===== config.mk =====
export PLATFORM = sky130hd
export DESIGN_NAME = tafk_cordic
export DESIGN_NICKNAME = d
export VERILOG_FILES = /design/src/hdl/tafk_pkg.sv /design/src/hdl/tafk_cordic.sv
export SDC_FILE = /design/constraint.sdc
export NUM_CORES = 2
export LEC_CHECK = 0
export BUFFER_PORTS_ARGS = -buffer_cell sky130_fd_sc_hd__buf_4
export CAP_MARGIN = 30
export CORE_ASPECT_RATIO = 0.9
export CORE_MARGIN = 1
export CORE_UTILIZATION = 50
export CTS_CLUSTER_SIZE = 12
export DETAILED_ROUTE_END_ITERATION = 6
export GPL_TIMING_DRIVEN = 0
export PLACE_DENSITY = 0.64
export SLEW_MARGIN = 20
export SYNTH_ARGS = -nofsm -noshare
export SYNTH_HDL_FRONTEND = slang
export SYNTH_SLANG_ARGS = --single-unit

===== constraint.sdc =====
create_clock -name clk -period 10.97 [get_ports clk]
set_clock_uncertainty 0.15 [all_clocks]
set_input_delay 0.5485 -clock clk [delete_from_list [all_inputs] [get_ports clk]]
set_output_delay 0.5485 -clock clk [all_outputs]
set_load 0.01 [all_outputs]

===== src/hdl/tafk_pkg.sv =====
// Package for the three-axis forward kinematics block: payload structs,
// CORDIC constants and the arctangent table. No dependencies.
`default_nettype none
package tafk_pkg;

  localparam int ATAN_ENTRIES = 24;
  localparam logic signed [33:0] INV_GAIN_Q30 = 34'sd652032874;
  localparam logic signed [17:0] ONE_Q14 = 18'sd16384;
  localparam logic signed [25:0] POS_MAX = 26'sd8388607;
  localparam logic signed [25:0] POS_MIN = -26'sd8388608;

  localparam logic [0:0] REG_TOOL_LENGTH = 1'b0;
  localparam logic [0:0] REG_BASE_HEIGHT = 1'b1;
  localparam int CFG_IDX_W = 2;

  typedef struct packed {
    logic signed [15:0] base_angle;
    logic signed [15:0] slide_offset;
    logic signed [15:0] wrist_angle;
  } in_req_t;

  typedef struct packed {
    logic signed [15:0] r00;
    logic signed [15:0] r01;
    logic signed [15:0] r02;
    logic signed [23:0] pos_x;
    logic signed [15:0] r10;
    logic signed [15:0] r11;
    logic signed [15:0] r12;
    logic signed [23:0] pos_y;
    logic signed [15:0] r20;
    logic signed [15:0] r21;
    logic signed [15:0] r22;
    logic signed [23:0] pos_z;
  } out_req_t;

  function automatic logic signed [33:0] atan_turn32(input int i);
    logic signed [33:0] v;
    begin
      case (i)
        0: v = 34'sd536870912;
        1: v = 34'sd316933406;
        2: v = 34'sd167458907;
        3: v = 34'sd85004756;
        4: v = 34'sd42667331;
        5: v = 34'sd21354465;
        6: v = 34'sd10679838;
        7: v = 34'sd5340245;
        8: v = 34'sd2670163;
        9: v = 34'sd1335087;
        10: v = 34'sd667544;
        11: v = 34'sd333772;
        12: v = 34'sd166886;
        13: v = 34'sd83443;
        14: v = 34'sd41722;
        15: v = 34'sd20861;
        16: v = 34'sd10430;
        17: v = 34'sd5215;
        18: v = 34'sd2608;
        19: v = 34'sd1304;
        20: v = 34'sd652;
        21: v = 34'sd326;
        22: v = 34'sd163;
        23: v = 34'sd81;
        default: v = '0;
      endcase
      return v;
    end
  endfunction

endpackage
`default_nettype wire


===== src/hdl/tafk_cordic.sv =====
// Pipelined rotation-mode CORDIC: one stage per register, sine and cosine in Q1.14.
// Depends on tafk_pkg.
`default_nettype none
module tafk_cordic #(
  parameter int STAGES = 16,
  parameter int ANGLE_BITS = 16
) (
  input  wire logic               clk,
  input  wire logic               rst_n,
  input  wire logic               in_valid,
  input  wire logic signed [15:0] in_angle,
  output logic                    out_valid,
  output logic signed [17:0]      out_sin,
  output logic signed [17:0]      out_cos
);
  import tafk_pkg::*;

  localparam int N = (STAGES > ATAN_ENTRIES) ? ATAN_ENTRIES : STAGES;

  logic               vld_r [0:N];
  logic signed [33:0] x_r   [0:N];
  logic signed [33:0] y_r   [0:N];
  logic signed [33:0] z_r   [0:N];
  logic               flp_r [0:N];

  logic [31:0]        a_fld;
  logic [31:0]        a_nxt;
  logic signed [33:0] z_nxt;
  logic               flp_nxt;

  always_comb begin
    a_fld = {16'd0, in_angle} & ((32'd1 << ANGLE_BITS) - 32'd1);
    a_nxt = a_fld << (32 - ANGLE_BITS);
    z_nxt = {{2{a_nxt[31]}}, a_nxt};
    flp_nxt = (z_nxt > 34'sd1073741824) || (z_nxt < -34'sd1073741824);
    if (flp_nxt) begin
      if (z_nxt < 0) z_nxt = z_nxt + 34'sd2147483648;
      else z_nxt = z_nxt - 34'sd2147483648;
    end
  end

  always_ff @(posedge clk) begin
    if (!rst_n) vld_r[0] <= 1'b0;
    else vld_r[0] <= in_valid;
    x_r[0] <= INV_GAIN_Q30;
    y_r[0] <= '0;
    z_r[0] <= z_nxt;
    flp_r[0] <= flp_nxt;
  end

  for (genvar i = 0; i < N; i++) begin : g_stage
    always_ff @(posedge clk) begin
      if (!rst_n) vld_r[i+1] <= 1'b0;
      else vld_r[i+1] <= vld_r[i];
      flp_r[i+1] <= flp_r[i];
      if (!z_r[i][33]) begin
        x_r[i+1] <= x_r[i] - (y_r[i] >>> i);
        y_r[i+1] <= y_r[i] + (x_r[i] >>> i);
        z_r[i+1] <= z_r[i] - atan_turn32(i);
      end else begin
        x_r[i+1] <= x_r[i] + (y_r[i] >>> i);
        y_r[i+1] <= y_r[i] - (x_r[i] >>> i);
        z_r[i+1] <= z_r[i] + atan_turn32(i);
      end
    end
  end

  function automatic logic signed [17:0] rnd(input logic signed [33:0] v);
    logic signed [33:0] t;
    logic signed [17:0] r;
    begin
      t = (v + 34'sd32768) >>> 16;
      if (t > 34'sd16384) r = ONE_Q14;
      else if (t < -34'sd16384) r = -ONE_Q14;
      else r = t[17:0];
      return r;
    end
  endfunction

  logic signed [17:0] s_r, c_r;
  logic               v_r;
  logic signed [17:0] s_nxt, c_nxt;

  always_comb begin
    s_nxt = rnd(y_r[N]);
    c_nxt = rnd(x_r[N]);
    if (flp_r[N]) begin
      s_nxt = -s_nxt;
      c_nxt = -c_nxt;
    end
  end

  always_ff @(posedge clk) begin
    if (!rst_n) v_r <= 1'b0;
    else v_r <= vld_r[N];
    s_r <= s_nxt;
    c_r <= c_nxt;
  end

  assign out_valid = v_r;
  assign out_sin = s_r;
  assign out_cos = c_r;

`ifndef SYNTH
  a_len: assert property (@(posedge clk) disable iff (!rst_n)
    vld_r[N] |=> v_r) else $error("cordic valid lost");
  a_sin: assert property (@(posedge clk) disable iff (!rst_n)
    v_r |-> (s_r <= ONE_Q14 && s_r >= -ONE_Q14)) else $error("sine out of range");
  a_cos: assert property (@(posedge clk) disable iff (!rst_n)
    v_r |-> (c_r <= ONE_Q14 && c_r >= -ONE_Q14)) else $error("cosine out of range");
`endif
endmodule
`default_nettype wire


==> flow_results.org <==
** Yosys
- The number of nets handed over by synthesis was 14200.
- Counting flops and latches in the post-synthesis netlist gives around 1500.
- Mean Syn Cell Area :: approximately 8.5 um2
- The top cell type by area accounts for around 27% of the synthesized area.
- Top cells by area, synth :: sky130_fd_sc_hd__dfxtp_1 (27%), sky130_fd_sc_hd__ha_1 (16%), sky130_fd_sc_hd__xnor2_1 (9.7%)
- Top_reg_cell synth :: sky130_fd_sc_hd__dfxtp_1
- After synthesis, flip-flops and latches occupy 27.5% of the total area.
- Post-Syn Instances :: about 13000
- The largest total area in the synthesized netlist belongs to sky130_fd_sc_hd__dfxtp_1.
- Yosys mapped a number of flops with a built-in enable equal to 0.
- Unique masters post-synth :: 97
- For this run, asynchronously set or reset flops after synthesis account for 0%.
- Post-Synthesis Cell Area :: about 110000 um2
- For this run, the number of Yosys warnings is 0.

** Place
- Weighted congestion at the end of routability-driven global placement :: 0.955
- # port buffers :: between 50 and 60
- Final HPWL from detailed placement :: between 200 and 250 mm

** Timing
- Setup total negative slack on the finished layout was measured at 0 ns.
- Number of pins with negative max-slew slack in the final report :: 0
- The count of endpoints failing hold in the final timing report is 0.
- WHS :: approximately 0.17 ns
- Number of setup violations in the final report :: 0
- For the pin with the worst max-slew slack, the measured transition is between 0.9 and 1 ns.
- Dividing the final minimum period by the clock period gives about three fifths.
- The clock period could shrink to about 6.8 ns.
- Setup repair after global routing missed its margin :: false
- Achievable clock frequency :: about 150 MHz
- Headroom to the max-slew limit :: between 30% and 40%

** GRT
- Vias in the first global route :: around 88000
- The initial antenna violation count is 10.
- After global routing the overflow that remains totals 0.
- Entering global routing, the biggest net connects 29 pins.
- Global-route wire length before repair :: 470 mm
- Global routing used 26.2% of the available tracks.

** Clock network
- Clock Tree Root :: sky130_fd_sc_hd__clkbuf_16
- Gates resized during post-CTS repair numbered 0.
- Post-CTS Setup Repair Bufs :: 0
- Clock tree synthesis found a total of 1484 sinks.
- Worst-Skew Late Latency :: 0.83 ns
- Maximum buffer depth of the clock tree :: 3
- Num CTS Buffers :: 168
- Clock input transition at the sequential cells of the worst setup and hold paths :: 0.06 ns
- Clock tree from TritonCTS :: yes
- The H-tree generated during clock tree synthesis spans 4 levels.

** Routing
- Total detailed-routing wirelength :: approximately 300 mm
- Average vias per placed instance :: ~5.7
- Iter 0 DRT Violations :: 6109
- After detailed routing, the average wire length per cell comes to around 18 um.
- For this block, the via count after detailed routing is approximately 92000.
- After detailed routing, the number of remaining DRC violations is 5.
- Antenna Violating Nets Remaining :: 0
- The first detailed-routing pass took 7 iterations.

** Setup path
- Kind of end point of the critical path :: flop
- The worst register-to-register path has a setup slack of 4.20 ns.
- Crit. Startpoint :: z_r[5][33]$_DFF_P_
- The worst setup path is launched from a flop.
- Critical R2R Capture :: y_r[6][30]$_DFF_P_
- WS Path Type :: reg -> reg
- On the worst path, the slowest cell contributes a delay of 0.81 ns.
- Origin of the critical flop-to-flop path :: z_r[5][33]$_DFF_P_
- STA puts the critical path data required time at 11.54 ns.
- Crit path DAT :: approximately 7.3 ns
- For the worst flop-to-flop path, the logic depth is 17.
- Crit-path cells :: clkbuf_1 -> clkbuf_1 -> inv_1 -> o21ai_0 -> xor2_1 -> ha_1 -> a21o_1 -> nand2_1 -> nand3_1 -> a41o_1 -> a2111oi_0 -> o31ai_1 -> a221oi_1 -> o21ai_1 -> a21o_1 -> a21oi_1 -> xnor2_1
- Slowest stage cell, crit path :: sky130_fd_sc_hd__dfxtp_1
- In this run the worst path has a maximum fanout of 14.

** Finish
- The net count of the finished layout is approximately 14000.
- The post-route netlist has ~3.7% of its cells at a drive strength greater than 1.
- From synthesis to final layout, the design area changed by 9.39%.
- Counting the fill cells in the layout gives just under 20000.
- Area of the multi-input gates :: between 70000 and 80000 um2
- Seq. cell area :: 29700 um2

** Floorplanning
- The die covers roughly 220000 um2.
- The floorplan step defined a core boundary enclosing about 210000 um2.
- Top-level I/O count :: between 50 and 60
- The initial utilization of the core area, before any placement, comes to ~50%.
- Floorplan die height :: about 440 um
- The floorplan has roughly 160 rows.
- Die width :: ~500 um

** Outcome
- The final reports fail on design-rule violations.
- The run finished, with violations left.

** Hold path
- Cells on Worst Hold Path :: 0
- The startpoint identified for the worst hold timing path is flp_r[1][2]$_DFF_P_.
- Min-Delay Path Class :: reg -> reg
- The path with the worst hold slack has its endpoint at flp_r[1][3]$_DFF_P_.

** Job
- Count of max-cap constraint violations :: 0
[worst max-delay path, delay by kind of cell (launching register included)]
kind | cells | cell delay [ns]
DFF | 1 | 0.81
AOI/OAI and AO/OA | 9 | 2.94
xor gates and xnor gates | 2 | 0.42
buffers and inverters | 3 | 1.70
and+or+nand+nor | 2 | 0.30
adders and majority gates | 1 | 0.32
[metrics by stage]
stage	cell area, um2	setup WS [ns]	util [%]	instances
after global routing	118000	3.96	55.2	16000
after detailed placement	112000	4.42	52.4	15700
final	118000	4.20	55.2	16000
after global placement	112000	3.85	52.3	15700
after floorplan	108000	6.24	-	12800
after CTS	118000	4.36	55.1	16000
[cell usage after synthesis (all sizes together), types with 161 or more instances]
| cell | count |
|---|---|
| ha | 1375 |
| inv | 553 |
| o21ai | 574 |
| xnor2 | 1201 |
| xor2 | 603 |
| nand2b | 203 |
| clkbuf | 163 |
| nand2 | 626 |
| nor3 | 374 |
| nor2b | 179 |
| o21bai | 161 |
| dfxtp | 1484 |
| nor2 | 1187 |
| a21o | 659 |
| o21a | 228 |
| a21oi | 1349 |
| nand3 | 198 |
[flip-flops by register name, summed over array words and instances (netlist names)]
register / count
flp_r: 17
out_sin: 18
out_cos: 18
z_r: 448
vld_r: 17
y_r: 496
x_r: 469
out_valid: 1
[worst max path at each step]
stage,endpoint,slack [ns],cells past startpoint
6_report,y_r[6][30]$_DFF_P_,4.20,17
4_1_cts,y_r[6][30]$_DFF_P_,4.36,17
2_1_floorplan,x_r[9][31]$_DFF_P_,6.24,20
3_3_place_gp,x_r[7][32]$_DFF_P_,3.85,14
3_5_place_dp,y_r[6][30]$_DFF_P_,4.42,17
5_1_grt,y_r[6][30]$_DFF_P_,3.96,17
[layout by cell type (no fill, tap or decap), types with 36 or more instances in the layout]
cell and n:
sky130_fd_sc_hd__a211oi_1 118, sky130_fd_sc_hd__a21boi_0 52, sky130_fd_sc_hd__a21o_1 659, sky130_fd_sc_hd__a21oi_1 1348
sky130_fd_sc_hd__a31oi_1 140, sky130_fd_sc_hd__and2_1 110, sky130_fd_sc_hd__and3_1 114, sky130_fd_sc_hd__buf_4 55
sky130_fd_sc_hd__clkbuf_1 195, sky130_fd_sc_hd__clkbuf_16 168, sky130_fd_sc_hd__dfxtp_1 1480, sky130_fd_sc_hd__fa_1 40
sky130_fd_sc_hd__ha_1 1375, sky130_fd_sc_hd__inv_1 549, sky130_fd_sc_hd__mux2_2 38, sky130_fd_sc_hd__mux2i_1 70
sky130_fd_sc_hd__nand2_1 626, sky130_fd_sc_hd__nand2b_1 203, sky130_fd_sc_hd__nand3_1 198, sky130_fd_sc_hd__nand4_1 77
sky130_fd_sc_hd__nor2_1 1186, sky130_fd_sc_hd__nor2b_1 179, sky130_fd_sc_hd__nor3_1 373, sky130_fd_sc_hd__nor4_1 90
sky130_fd_sc_hd__o211ai_1 57, sky130_fd_sc_hd__o21a_1 228, sky130_fd_sc_hd__o21ai_0 553, sky130_fd_sc_hd__o21bai_1 161
sky130_fd_sc_hd__o31ai_1 62, sky130_fd_sc_hd__o41ai_1 42, sky130_fd_sc_hd__or2_2 36, sky130_fd_sc_hd__or3_1 73
sky130_fd_sc_hd__or4_1 37, sky130_fd_sc_hd__xnor2_1 1201, sky130_fd_sc_hd__xor2_1 603
[cell type report]
cell class                 instances  share of cell area, %
tap                             2852                   3.02
multi-input combinational      10500                   63.9
antenna                            5                 0.0106
buffer                           199                  0.639
sequential                      1484                   25.1
clock inverter                    64                  0.787
inverter                         555                   1.76
clock buffer                     235                   4.05
timing repair buffer              89                  0.698
[cells by family (layout without fill, tap and decap cells)]
kind of cell             after synthesis  after routing  share of synthesized area, %
buffers and inverters                754           1142                          2.62
XOR/XNOR                            1804           1804                          14.6
adder cells (fa/ha/maj)             1415           1415                          16.7
other                                  0              5                             0
AO/OA/AOI/OAI                       3779           3779                          22.2
multiplexers                         109            109                          1.06
flip-flops                          1484           1484                          27.5
AND/OR/NAND/NOR                     3442           3442                          15.4
[layer usage]
metal | track usage, % | vias up | routed length (um)
met3 | 3.60 | 415 | 16200
met2 | 43.1 | 2198 | 131000
met4 | 7.09 | 4 | 7790
met1 | 35.8 | 43000 | 139000
met5 | 0 | - | 27
li1 | - | 46400 | -
[what timing repair did]
action | in CTS | in global routing
hold buffers | 18 | 0
endpoints found under the setup margin | 0 | 0
endpoints found under the hold margin | 26 | 0
Power is left out: the tool's default activity adds up to more than one toggle a clock period on the data nets, which glitch-free logic cannot reach.
